--- config.mk ---
export PLATFORM = sky130hd
export DESIGN_NAME = chi_square_uniformity_test_unit
export DESIGN_NICKNAME = d
export VERILOG_FILES = /design/src/csu_pkg.sv /design/src/csu_div.sv /design/src/chi_square_uniformity_test_unit.sv
export SDC_FILE = /design/constraint.sdc
export NUM_CORES = 2
export LEC_CHECK = 0
export BUFFER_PORTS_ARGS = -buffer_cell sky130_fd_sc_hd__buf_2
export CORE_ASPECT_RATIO = 1.4
export CORE_MARGIN = 4
export CORE_UTILIZATION = 50
export CTS_BUF_LIST = sky130_fd_sc_hd__clkbuf_4 sky130_fd_sc_hd__clkbuf_8
export DETAILED_ROUTE_END_ITERATION = 7
export HOLD_SLACK_MARGIN = 0.05
export PLACE_DENSITY = 0.68
export SLEW_MARGIN = 15
export SYNTH_ARGS = -nofsm -noshare
export SYNTH_HDL_FRONTEND = slang
export SYNTH_SLANG_ARGS = --single-unit
export TNS_END_PERCENT = 10
--- constraint.sdc ---
create_clock -name clk -period 6.05 [get_ports clk]
set_input_delay 0 -clock clk [delete_from_list [all_inputs] [get_ports clk]]
set_output_delay 0 -clock clk [all_outputs]
set_load 0.02 [all_outputs]
--- src/csu_pkg.sv ---
package csu_pkg;

    localparam int SAMPLE_W   = 16;
    localparam int CFG_W      = 24;
    localparam int CFG_ADDR_W = 1;
    localparam int CHI_W      = 44;
    localparam int EXP_W      = 16;
    localparam int FRAC_BITS  = 8;
    localparam int OUT_DATA_W = 64;
    localparam int OUT_USER_W = 2;
    localparam int OUT_PAD_W  = OUT_DATA_W - CHI_W - EXP_W;

    // register indexes on the configuration port
    localparam logic [CFG_ADDR_W-1:0] REG_ACCEPT_LOW  = 1'd0;
    localparam logic [CFG_ADDR_W-1:0] REG_ACCEPT_HIGH = 1'd1;

    // about 1.73 and 23.6 with 8 fraction bits
    localparam logic [CFG_W-1:0] ACCEPT_LOW_RST  = 24'd443;
    localparam logic [CFG_W-1:0] ACCEPT_HIGH_RST = 24'd6042;

    localparam logic [CHI_W-1:0] CHI_MAX = {CHI_W{1'b1}};

    // bit positions in the result tuser
    localparam int USER_ACCEPTED = 0;
    localparam int USER_ZERO_EXP = 1;

    typedef struct packed {
        logic busy;
        logic done;
    } div_status_t;

endpackage

--- src/csu_div.sv ---
module csu_div #(
    parameter int DW = 40,
    parameter int VW = 16
) (
    input  logic                  clk,
    input  logic                  rst_n,
    input  logic                  start,
    input  logic [DW-1:0]         dividend,
    input  logic [VW-1:0]         divisor,
    output logic [DW-1:0]         quotient,
    output csu_pkg::div_status_t  status
);
    import csu_pkg::*;

    localparam int CNT_W = $clog2(DW + 1);

    logic [DW-1:0]    num_reg;
    logic [VW-1:0]    rem_reg;
    logic [VW-1:0]    den_reg;
    logic [CNT_W-1:0] cnt_reg;
    logic             busy_reg;
    logic             done_reg;

    logic [VW:0]      shifted;
    logic [VW:0]      trial;
    logic             fits;
    logic [VW-1:0]    rem_next;

    // restoring division, one quotient bit per cycle
    assign shifted  = {rem_reg, num_reg[DW-1]};
    assign trial    = shifted - {1'b0, den_reg};
    assign fits     = shifted >= {1'b0, den_reg};
    assign rem_next = fits ? trial[VW-1:0] : shifted[VW-1:0];

    always_ff @(posedge clk or negedge rst_n)
    begin
        if (!rst_n)
        begin
            busy_reg <= 1'b0;
            done_reg <= 1'b0;
            cnt_reg  <= '0;
        end
        else if (start)
        begin
            busy_reg <= 1'b1;
            done_reg <= 1'b0;
            cnt_reg  <= CNT_W'(DW);
        end
        else if (busy_reg)
        begin
            cnt_reg <= cnt_reg - 1'b1;
            if (cnt_reg == CNT_W'(1))
            begin
                busy_reg <= 1'b0;
                done_reg <= 1'b1;
            end
        end
        else
        begin
            done_reg <= 1'b0;
        end
    end

    // quotient bits shift in where the dividend bits shift out
    always_ff @(posedge clk)
    begin
        if (start)
        begin
            num_reg <= dividend;
            rem_reg <= '0;
            den_reg <= divisor;
        end
        else if (busy_reg)
        begin
            num_reg <= {num_reg[DW-2:0], fits};
            rem_reg <= rem_next;
        end
    end

    assign quotient    = num_reg;
    assign status.busy = busy_reg;
    assign status.done = done_reg;

endmodule

--- src/chi_square_uniformity_test_unit.sv ---
// Chi-square uniformity test. Each sample on the input stream is scaled to
// 0..SCALE_RANGE-1 and counted into one of NUM_BINS saturating bin counters held
// in a one-read one-write memory; the update is a read, increment and write back
// over two stages with a write-through bypass, so the block takes one sample every
// clock cycle while counting. The sample marked with tlast is counted and then
// starts the test: input is held off while the expected count is formed by a
// reciprocal multiply and the NUM_BINS terms are worked out one after another on
// a bit-serial divider of 2*COUNT_BITS+8 steps, each term passing through the
// read, difference, square, divider wait and add states; the terms are skipped
// when the expected count is zero. Then one result transaction is produced and
// the bins and the sample count start again from zero. The result waits in an
// output register, so counting of the next run goes on while it is not yet taken;
// the next test holds off input until that register is free. The user must write
// the acceptance bounds through the configuration port only while the block is
// idle; the block itself does not enforce this.
module chi_square_uniformity_test_unit #(
    parameter int NUM_BINS    = 10,
    parameter int SCALE_RANGE = 1000,
    parameter int COUNT_BITS  = 16
) (
    input  logic                                clk,
    input  logic                                rst_n,
    input  logic                                s_axis_tvalid,
    output logic                                s_axis_tready,
    input  logic [csu_pkg::SAMPLE_W-1:0]        s_axis_tdata,  // [15:0] sample
    input  logic                                s_axis_tlast,
    output logic                                m_axis_tvalid,
    input  logic                                m_axis_tready,
    // [43:0] chi_square, [59:44] expected_per_bin, [63:60] zero fill
    output logic [csu_pkg::OUT_DATA_W-1:0]      m_axis_tdata,
    // [0] accepted, [1] zero_expected
    output logic [csu_pkg::OUT_USER_W-1:0]      m_axis_tuser,
    input  logic                                cfg_we,
    input  logic [csu_pkg::CFG_ADDR_W-1:0]      cfg_addr,
    input  logic [csu_pkg::CFG_W-1:0]           cfg_data
);
    import csu_pkg::*;

    localparam int BIN_W     = $clog2(NUM_BINS);
    localparam int BIN_WIDTH = (SCALE_RANGE / NUM_BINS) > 0 ? (SCALE_RANGE / NUM_BINS) : 1;
    localparam int PROD_W    = SAMPLE_W + $clog2(SCALE_RANGE + 1);
    localparam int SCALED_W  = PROD_W - SAMPLE_W;
    localparam int DIV_W     = 2 * COUNT_BITS + FRAC_BITS;
    localparam int WIDE_W    = (DIV_W > CHI_W ? DIV_W : CHI_W) + 1;
    localparam int EXT_W     = COUNT_BITS > EXP_W ? COUNT_BITS : EXP_W;

    // expected count by reciprocal multiplication, exact for every total
    localparam int EXP_SH    = COUNT_BITS + $clog2(NUM_BINS);
    localparam int RCP_W     = COUNT_BITS + 1;
    localparam int EXP_PW    = COUNT_BITS + RCP_W;
    localparam logic [63:0] RCP_FULL =
        ((64'd1 << EXP_SH) + 64'(NUM_BINS) - 64'd1) / 64'(NUM_BINS);
    localparam logic [RCP_W-1:0] EXP_RCP = RCP_FULL[RCP_W-1:0];

    typedef enum logic [3:0] {
        ST_ACCUM,
        ST_DRAIN,
        ST_READ,
        ST_DIFF,
        ST_SQUARE,
        ST_WAIT_TERM,
        ST_ADD,
        ST_FINISH
    } state_t;

    state_t                state_reg;

    logic [CFG_W-1:0]      accept_low_reg;
    logic [CFG_W-1:0]      accept_high_reg;

    logic [COUNT_BITS-1:0] bin_mem [NUM_BINS];
    logic [NUM_BINS-1:0]   bin_vld_reg;
    logic [COUNT_BITS-1:0] rd_data_reg;
    logic                  rd_vld_reg;

    logic                  s2_valid_reg;
    logic [BIN_W-1:0]      s2_bin_reg;
    logic [COUNT_BITS-1:0] total_reg;
    logic [COUNT_BITS-1:0] total_next;

    logic [COUNT_BITS-1:0] expc_reg;
    logic [BIN_W-1:0]      bin_idx_reg;
    logic [COUNT_BITS-1:0] diff_reg;
    logic [COUNT_BITS-1:0] diff_next;
    logic [CHI_W-1:0]      term_reg;
    logic [CHI_W-1:0]      term_next;
    logic [CHI_W-1:0]      chi_reg;
    logic [CHI_W-1:0]      chi_next;

    logic                  out_valid_reg;
    logic [CHI_W-1:0]      out_chi_reg;
    logic [EXP_W-1:0]      out_exp_reg;
    logic                  out_acc_reg;
    logic                  out_zero_reg;

    logic                  in_fire;
    logic [PROD_W-1:0]     prod;
    logic [SCALED_W-1:0]   scaled;
    logic [BIN_W-1:0]      in_bin;
    logic [BIN_W-1:0]      rd_addr;
    logic                  rd_hit;
    logic [COUNT_BITS-1:0] old_count;
    logic [COUNT_BITS-1:0] bin_next;
    logic [COUNT_BITS-1:0] obs;
    logic [2*COUNT_BITS-1:0] sq;
    logic [WIDE_W-1:0]     quot_wide;
    logic [WIDE_W-1:0]     sum_wide;
    logic [EXT_W-1:0]      exp_ext;
    logic [EXP_PW-1:0]     exp_prod;
    logic [COUNT_BITS-1:0] exp_calc;
    logic                  zero_exp;
    logic                  accept_now;
    logic                  out_free;
    logic                  out_load;

    logic                  div_start;
    logic [DIV_W-1:0]      div_dividend;
    logic [COUNT_BITS-1:0] div_divisor;
    logic [DIV_W-1:0]      div_quot;
    div_status_t           div_status;

    assign in_fire       = s_axis_tvalid && s_axis_tready;
    assign s_axis_tready = (state_reg == ST_ACCUM);

    // bin select: highest bin boundary the scaled value has reached
    assign prod   = PROD_W'(s_axis_tdata) * PROD_W'(SCALE_RANGE);
    assign scaled = prod[PROD_W-1:SAMPLE_W];

    always_comb
    begin
        in_bin = '0;
        for (int k = 1; k < NUM_BINS; k++)
        begin
            if (int'(scaled) >= k * BIN_WIDTH)
            begin
                in_bin = BIN_W'(k);
            end
        end
    end

    assign rd_addr   = (state_reg == ST_ACCUM) ? in_bin : bin_idx_reg;
    assign rd_hit    = s2_valid_reg && (s2_bin_reg == rd_addr);
    assign old_count = rd_vld_reg ? rd_data_reg : '0;
    assign bin_next  = (old_count == {COUNT_BITS{1'b1}}) ? old_count : old_count + 1'b1;
    assign total_next = (total_reg == {COUNT_BITS{1'b1}}) ? total_reg : total_reg + 1'b1;

    assign exp_prod  = EXP_PW'(total_reg) * EXP_PW'(EXP_RCP);
    assign exp_calc  = COUNT_BITS'(exp_prod >> EXP_SH);

    assign obs       = old_count;
    assign diff_next = (obs >= expc_reg) ? obs - expc_reg : expc_reg - obs;
    assign sq        = diff_reg * diff_reg;

    assign quot_wide = WIDE_W'(div_quot);
    assign term_next = (quot_wide > WIDE_W'(CHI_MAX)) ? CHI_MAX : quot_wide[CHI_W-1:0];
    assign sum_wide  = WIDE_W'(chi_reg) + WIDE_W'(term_reg);
    assign chi_next  = (sum_wide > WIDE_W'(CHI_MAX)) ? CHI_MAX : sum_wide[CHI_W-1:0];

    assign zero_exp   = (expc_reg == '0);
    assign accept_now = !zero_exp && (chi_reg >= CHI_W'(accept_low_reg))
                        && (chi_reg <= CHI_W'(accept_high_reg));
    assign exp_ext    = EXT_W'(expc_reg);
    assign out_free   = !out_valid_reg || m_axis_tready;
    assign out_load   = (state_reg == ST_FINISH) && out_free;

    // divider for each squared deviation over the expected count
    assign div_start    = (state_reg == ST_SQUARE);
    assign div_dividend = {sq, {FRAC_BITS{1'b0}}};
    assign div_divisor  = expc_reg;

    csu_div #(
        .DW (DIV_W),
        .VW (COUNT_BITS)
    ) u_div (
        .clk      (clk),
        .rst_n    (rst_n),
        .start    (div_start),
        .dividend (div_dividend),
        .divisor  (div_divisor),
        .quotient (div_quot),
        .status   (div_status)
    );

    // bin memory, read data registered with write-through on a same-entry hit
    always_ff @(posedge clk)
    begin
        if (s2_valid_reg)
        begin
            bin_mem[s2_bin_reg] <= bin_next;
        end
        if (rd_hit)
        begin
            rd_data_reg <= bin_next;
            rd_vld_reg  <= 1'b1;
        end
        else
        begin
            rd_data_reg <= bin_mem[rd_addr];
            rd_vld_reg  <= bin_vld_reg[rd_addr];
        end
    end

    always_ff @(posedge clk or negedge rst_n)
    begin
        if (!rst_n)
        begin
            state_reg       <= ST_ACCUM;
            accept_low_reg  <= ACCEPT_LOW_RST;
            accept_high_reg <= ACCEPT_HIGH_RST;
            bin_vld_reg     <= '0;
            s2_valid_reg    <= 1'b0;
            total_reg       <= '0;
            bin_idx_reg     <= '0;
            out_valid_reg   <= 1'b0;
        end
        else
        begin
            if (cfg_we)
            begin
                case (cfg_addr)
                    REG_ACCEPT_LOW:  accept_low_reg  <= cfg_data;
                    REG_ACCEPT_HIGH: accept_high_reg <= cfg_data;
                    default: ;
                endcase
            end

            s2_valid_reg <= in_fire;
            if (in_fire)
            begin
                total_reg <= total_next;
            end
            if (s2_valid_reg)
            begin
                bin_vld_reg[s2_bin_reg] <= 1'b1;
            end

            if (out_load)
            begin
                out_valid_reg <= 1'b1;
            end
            else if (m_axis_tready)
            begin
                out_valid_reg <= 1'b0;
            end

            case (state_reg)
                ST_ACCUM:
                begin
                    if (in_fire && s_axis_tlast)
                    begin
                        state_reg <= ST_DRAIN;
                    end
                end
                ST_DRAIN:
                begin
                    bin_idx_reg <= '0;
                    if (exp_calc == '0)
                    begin
                        state_reg <= ST_FINISH;
                    end
                    else
                    begin
                        state_reg <= ST_READ;
                    end
                end
                ST_READ:      state_reg <= ST_DIFF;
                ST_DIFF:      state_reg <= ST_SQUARE;
                ST_SQUARE:    state_reg <= ST_WAIT_TERM;
                ST_WAIT_TERM:
                begin
                    if (div_status.done)
                    begin
                        state_reg <= ST_ADD;
                    end
                end
                ST_ADD:
                begin
                    if (bin_idx_reg == BIN_W'(NUM_BINS - 1))
                    begin
                        state_reg <= ST_FINISH;
                    end
                    else
                    begin
                        bin_idx_reg <= bin_idx_reg + 1'b1;
                        state_reg   <= ST_READ;
                    end
                end
                ST_FINISH:
                begin
                    if (out_free)
                    begin
                        bin_vld_reg   <= '0;
                        total_reg     <= '0;
                        state_reg     <= ST_ACCUM;
                    end
                end
                default: state_reg <= ST_ACCUM;
            endcase
        end
    end

    always_ff @(posedge clk)
    begin
        s2_bin_reg <= in_bin;
        if (state_reg == ST_DRAIN)
        begin
            chi_reg  <= '0;
            expc_reg <= exp_calc;
        end
        if (state_reg == ST_DIFF)
        begin
            diff_reg <= diff_next;
        end
        if (state_reg == ST_WAIT_TERM && div_status.done)
        begin
            term_reg <= term_next;
        end
        if (state_reg == ST_ADD)
        begin
            chi_reg <= chi_next;
        end
        if (state_reg == ST_FINISH && out_free)
        begin
            out_chi_reg  <= chi_reg;
            out_exp_reg  <= exp_ext[EXP_W-1:0];
            out_acc_reg  <= accept_now;
            out_zero_reg <= zero_exp;
        end
    end

    assign m_axis_tvalid = out_valid_reg;
    assign m_axis_tdata  = {{OUT_PAD_W{1'b0}}, out_exp_reg, out_chi_reg};
    assign m_axis_tuser  = {out_zero_reg, out_acc_reg};

endmodule

# Word-level counts from Yosys, hierarchy flattened

Memory sizes are Yosys's and may differ from the RTL's. A register that Yosys moved wholly into a read port is not among the register bits.
Cells that the tools add are included.

Bits in latches: 0
Output and inout bits: 68
Word-level logic and storage cells: 147
Bits in read-only memories: 0
Input port bits: 47
Bits in writable memories: 160
Memories kept: 1
Bits in registers: 342

Shift operators: 0
Mux-type cells: 51
Add/sub/neg operators: 8
Divide/modulo/power cells: 0
Equal/unequal tests: 17
Bitwise operators: 2
Reduce and logical (&&, ||, !) cells: 21
Magnitude comparators: 18
$mul: 3

Memories:

| name    | depth | width | rd ports | clocked after Yosys merged registers in | write ports | line                                  | RTL |
|---|---|---|---|---|---|---|---|
| bin_mem | 10    | 16    | 1        | 1                                       | 1           | chi_square_uniformity_test_unit.sv:71 | `logic [COUNT_BITS-1:0] bin_mem [NUM_BINS];` |

Operators with widths:

| cell                                                             | number |
|---|---|
| 2-to-1 mux 44 bit                                                | 4 |
| 2-to-1 mux 16 bit                                                | 8 |
| 2-to-1 mux 40 bit                                                | 2 |
| adder 44 x 44 -> 45 bit                                          | 1 |
| greater-than comparator 45 x 44 -> 1 bit (second input constant) | 1 |
| >= comparator 44 x 24 -> 1 bit                                   | 1 |
| greater-than comparator 40 x 44 -> 1 bit (second input constant) | 1 |
| less-or-equal comparator 44 x 24 -> 1 bit                        | 1 |
| 2-to-1 mux 4 bit                                                 | 11 |
| >= comparator 10 bit (second input constant)                     | 4 |
| adder 16 x 1 -> 16 bit (second input constant)                   | 2 |
| == test 16 bit (second input constant)                           | 2 |
| zero test 16 bit                                                 | 2 |
| multiplier 16 x 16 -> 32 bit                                     | 1 |
| multiplier 16 x 16 -> 32 bit (second input constant)             | 1 |
| case mux 4 bit (8 select lines)                                  | 1 |
| subtractor 16 x 13 -> 16 bit                                     | 2 |
| >= comparator 10 x 9 -> 1 bit (second input constant)            | 3 |
| 2-to-1 mux 10 bit                                                | 3 |
| multiplier 16 x 7 -> 23 bit (second input constant)              | 1 |
| >= comparator 17 x 13 -> 1 bit                                   | 1 |
| == test 4 x 3 -> 1 bit (second input constant)                   | 4 |
| >= comparator 16 x 13 -> 1 bit                                   | 1 |
| subtractor 13 x 16 -> 16 bit                                     | 1 |
| 30 further kinds                                                 | 61 |

# Longest topological paths before layout

Depth in word-level cells: 14
Mapped depth: 27

# Hierarchy

A second synthesis with hierarchy kept.

Cell total of the unflattened synthesis: 3,347
Area total of the unflattened synthesis: 38,393.1 sq um

Modules (own cells, without submodules):

| module                          | instances | cells each | seq. area each (sq um) | area an instance (sq um) |
|---|---|---|---|---|
| chi_square_uniformity_test_unit | 1         | 3,008      | 12,245.5               | 34,265.4 |
| csu_div                         | 1         | 339        | 2,202.1                | 4,127.7 |

# Worst setup path before layout

No wires, ideal clock.

Path type: register to register
Start: register total_reg[2]
End: register state_reg[0]
Cell stages (with the launch flop): 22
Library setup time: 0.077 ns
Arrival: 6.453 ns
Path slack: -0.479 ns
Required time: 5.973 ns
Cell sequence: dfrtp_1 > ha_1 > inv_1 > fa_1 > fa_1 > inv_1 > fa_1 > fa_1 > fa_1 > ha_1 > a21o_1 > a21oi_1 > o21ai_0 > a22oi_1 > o21a_1 > nand2b_1 > xor2_1 > or4_1 > or4b_1 > or4_1 > or4_1 > o21ai_1

Cells in the longest elaborated chain, start to end: 4

RTL lines:

| element                         | line                                   | RTL |
|---|---|---|
| from (decl)                     | chi_square_uniformity_test_unit.sv:78  | `logic [COUNT_BITS-1:0] total_reg;` |
| from (signal assigned)          | chi_square_uniformity_test_unit.sv:230 | `total_reg <= total_next;` |
| multiplier 16 x 16 -> 32 bit    | chi_square_uniformity_test_unit.sv:147 | `assign exp_prod = EXP_PW'(total_reg) * EXP_PW'(EXP_RCP);` |
| via exp_prod[20]                | chi_square_uniformity_test_unit.sv:109 | `logic [EXP_PW-1:0] exp_prod;` |
| zero test 16 bit                | chi_square_uniformity_test_unit.sv:257 | `if (exp_calc == '0)` |
| 2-to-1 mux 3 bit                | chi_square_uniformity_test_unit.sv:257 |  |
| case mux 4 bit (8 select lines) | chi_square_uniformity_test_unit.sv:246 | `case (state_reg)` |
| to (signal assigned)            | chi_square_uniformity_test_unit.sv:251 | `state_reg <= ST_DRAIN;` |
| to (signal assigned)            | chi_square_uniformity_test_unit.sv:259 | `state_reg <= ST_FINISH;` |
| to (signal assigned)            | chi_square_uniformity_test_unit.sv:263 | `state_reg <= ST_READ;` |
| to (decl)                       | chi_square_uniformity_test_unit.sv:66  | `state_t state_reg;` |

The timed path passes the listed nets, and every way through them passes these cells.
A chain may end at the register's enable or synchronous reset.

# Final worst setup path

Start: register total_reg[4]
End: register state_reg[0]

Same word-level chain as after synthesis.

==> flow_summary.json <==
{
  "maxSlewHeadroom_pct": 20.7,
  "synth_edf_count": 377,
  "cpMaxStageDelayCell": "fa_1",
  "critPathRequiredTime_ns": 6.67,
  "grt_pass1_vias": 27735,
  "yosys_warnings": 0,
  "wirelength_mm": 89.3,
  "yosysSeqAreaShare_pct": 37.4,
  "gp_congestion": 0.922,
  "ys_types": 92,
  "crit_fanout": 4,
  "min_period_ns": 6.51,
  "start_kind": "flip-flop",
  "synth_area_um2": 38100,
  "synth_top_area_share_pct": 29.7,
  "multi_input_area_um2": 21800,
  "worst-path-buf-inv": 2,
  "synthFlopType": "edfxtp_1",
  "synth-simple-area-share_pct": 9.15,
  "antenna_found_initial": 2,
  "grt_start_max_net_pins": 64,
  "seq_area_um2": 14300,
  "crit_path_max_incr_delay_ns": 0.57,
  "final_common_cell": "inv_1",
  "yosysTopAreaCell": "edfxtp_1",
  "hold_path_class": "primary input to flip-flop",
  "cp_cell_sequence": "ha_4 -> inv_1 -> fa_1 -> inv_1 -> fa_1 -> fa_1 -> fa_1 -> fa_1 -> ha_4 -> nand3_1 -> nor2_2 -> o2111ai_2 -> o21a_1 -> nand2b_1 -> xor2_1 -> or4_1 -> or4b_1 -> or4_1 -> or4_4 -> o21ai_1",
  "cts_root_buffer": "clkbuf_8",
  "dieWidth_um": 241,
  "critical-path-top-delay-family": "adder cells",
  "overflow": 0,
  "cts-htree-levels": 3,
  "grt_use_total_pct": 22.4,
  "drt-wirelength-per-cell_um": 18.2,
  "ant_nets": 0,
  "clk_latency_ns": 0.69,
  "largest_reg_flops": 160,
  "core_area_um2": 75500,
  "worst_pin_slew_ns": 1.18,
  "cp-end-kind": "flip-flop",
  "clockBufferDepth": 3,
  "synth_area_per_cell_um2": 11.2,
  "postSynthCellCount": 3408,
  "synth_top_family_by_area": "adder cells",
  "dieArea_um2": 80800,
  "cts_sinks": 501,
  "async_reset_ff_share_pct": 18.2,
  "grt_pass1_wl_mm": 143,
  "criticalPathCategory": "flip-flop to flip-flop",
  "port_buffers": 107,
  "synthAdderAreaFrac_pct": 29.4,
  "period_share_pct": 108,
  "vias": 26291,
  "initial_utilization_pct": 50.5,
  "skew_ns": 0.0530,
  "crit_arrival_ns": 7.13,
  "drv_cap": 0,
  "reg2reg_slack_ns": -0.46,
  "cts_tree": "built",
  "drt-initial-drc-count": 1139,
  "setup-violations-final": 7,
  "final_cell_mix": "537 x inv_1, 400 x ha_1, 377 x edfxtp_1, 302 x fa_1, 270 x buf_4",
  "io_pins": 115,
  "viasPerCell": 5.37,
  "drv_slew": 0,
  "outcome": "complete, but fails checks",
  "crit_path_frequent_cell": "fa_1",
  "drive_gt1_share_pct": 17.7,
  "drc": 0,
  "synth_xor_area_share_pct": 3.58,
  "path_clk_slew_ns": 0.06,
  "fillCellCount": 6098,
  "synth_mux_area_share_pct": 4.43,
  "utilization_pct": 59.0,
  "synth_area_leaders": "edfxtp_1 30%, fa_1 16%, ha_1 14%",
  "first_pass_iters": 6,
  "die_h_um": 335,
  "synth-compound-area-share_pct": 9.50,
  "hpwl_mm": 69.5,
  "area_growth_syn_to_layout_pct": 16.8,
  "nets": 4631,
  "fin_ws_ns": -0.462,
  "violations": "negative setup slack",
  "ys_ff_latch": 501,
  "cts_buffers": 78,
  "rsz0062_at_grt": "true",
  "fmax_mhz": 154,
  "hold_viol": 0,
  "num_rows": 119
}
-- worst paths after layout --
path	from	end	depth (start not counted)
hold / removal	cfg_data[23]	accept_high_reg[23]	3
setup / recovery	total_reg[4]	state_reg[0]	20
max in group asynchronous	rst_n	total_reg[1]	4
hold reg to reg	u_div.quotient[20]	term_reg[20]	0
setup reg to reg	total_reg[4]	state_reg[0]	20
min in group asynchronous	rst_n	accept_high_reg[10]	3
-- cells in the mapped netlist (all sizes together), types with 15 or more instances --
| cell type | n |
|---|---|
| a211oi | 21 |
| a21o | 78 |
| a21oi | 174 |
| a31oi | 16 |
| and2 | 70 |
| and3 | 23 |
| buf | 21 |
| clkbuf | 80 |
| dfrtp | 76 |
| dfstp | 15 |
| dfxtp | 33 |
| edfxtp | 377 |
| fa | 302 |
| ha | 413 |
| inv | 541 |
| mux2 | 42 |
| mux2i | 49 |
| mux4 | 32 |
| nand2 | 201 |
| nand2b | 29 |
| nand3 | 59 |
| nand4 | 23 |
| nor2 | 147 |
| nor2b | 37 |
| nor3 | 34 |
| nor4 | 22 |
| o211ai | 19 |
| o21a | 19 |
| o21ai | 137 |
| o21bai | 17 |
| or3 | 15 |
| xnor2 | 99 |
| xor2 | 56 |
-- through the flow --
| step | std cells | worst slack (ns) | area, µm² | setup TNS [ns] | hold WS [ns] |
|---|---|---|---|---|---|
| after floorplan | 3414 | -0.364 | 38300 | -1.72 | -0.296 |
| after global placement | 4655 | -0.671 | 41700 | -2.85 | 0.0378 |
| after detailed placement | 4655 | -0.760 | 41700 | -3.68 | 0.0419 |
| after CTS | 4895 | -0.428 | 44400 | -2.38 | 0.0551 |
| after global routing | 4897 | -0.695 | 44500 | -4.99 | 0.0715 |
| final | 4897 | -0.462 | 44500 | -2.02 | 0.0992 |
-- metal layers --
layer | GRT usage, % | routed length [µm] | vias to the layer above
met4 | 8.60 | 3480 | 0
li1 | - | - | 12638
met5 | 0 | 0 | -
met1 | 26.5 | 35100 | 12932
met2 | 41.1 | 47300 | 554
met3 | 2.97 | 3430 | 167
-- final cells by class --
type / instances / share of cell area, %
clock buffer: 102 / 2.87
inverter: 541 / 4.56
multi-input combinational: 2271 / 48.9
timing repair buffer: 476 / 8.07
antenna: 1 / 0.00562
clock inverter: 37 / 0.753
sequential: 501 / 32.1
tap: 968 / 2.72
-- kinds of logic (layout without fill, tap and decap cells) --
family                     after synthesis  count (layout)
adders and majority gates              715             715
and+or+nand+nor                        702             702
buffers and inverters                  642            1156
AOI/OAI and AO/OA                      569             569
DFF                                    501             501
xor gates and xnor gates               155             155
muxes                                  123             123
other                                    1               8
-- what timing repair did --
item | 4_1_cts | 5_1_grt
gates resized for setup | 25 | 24
hold buffers | 94 | 0
setup endpoints to repair | 13 | 19
pin swaps | 17 | 9
setup buffers | 7 | 1
hold endpoints to repair | 125 | 0
-- tightest hold or removal path, cell delays in order --
cell,delay (ns)
dlygate4sd3_1,0.52
buf_2,0.10
mux2_2,0.13
Power is not shown: default switching activity piles up to over one toggle a cycle in this logic, so the estimate is an artifact.
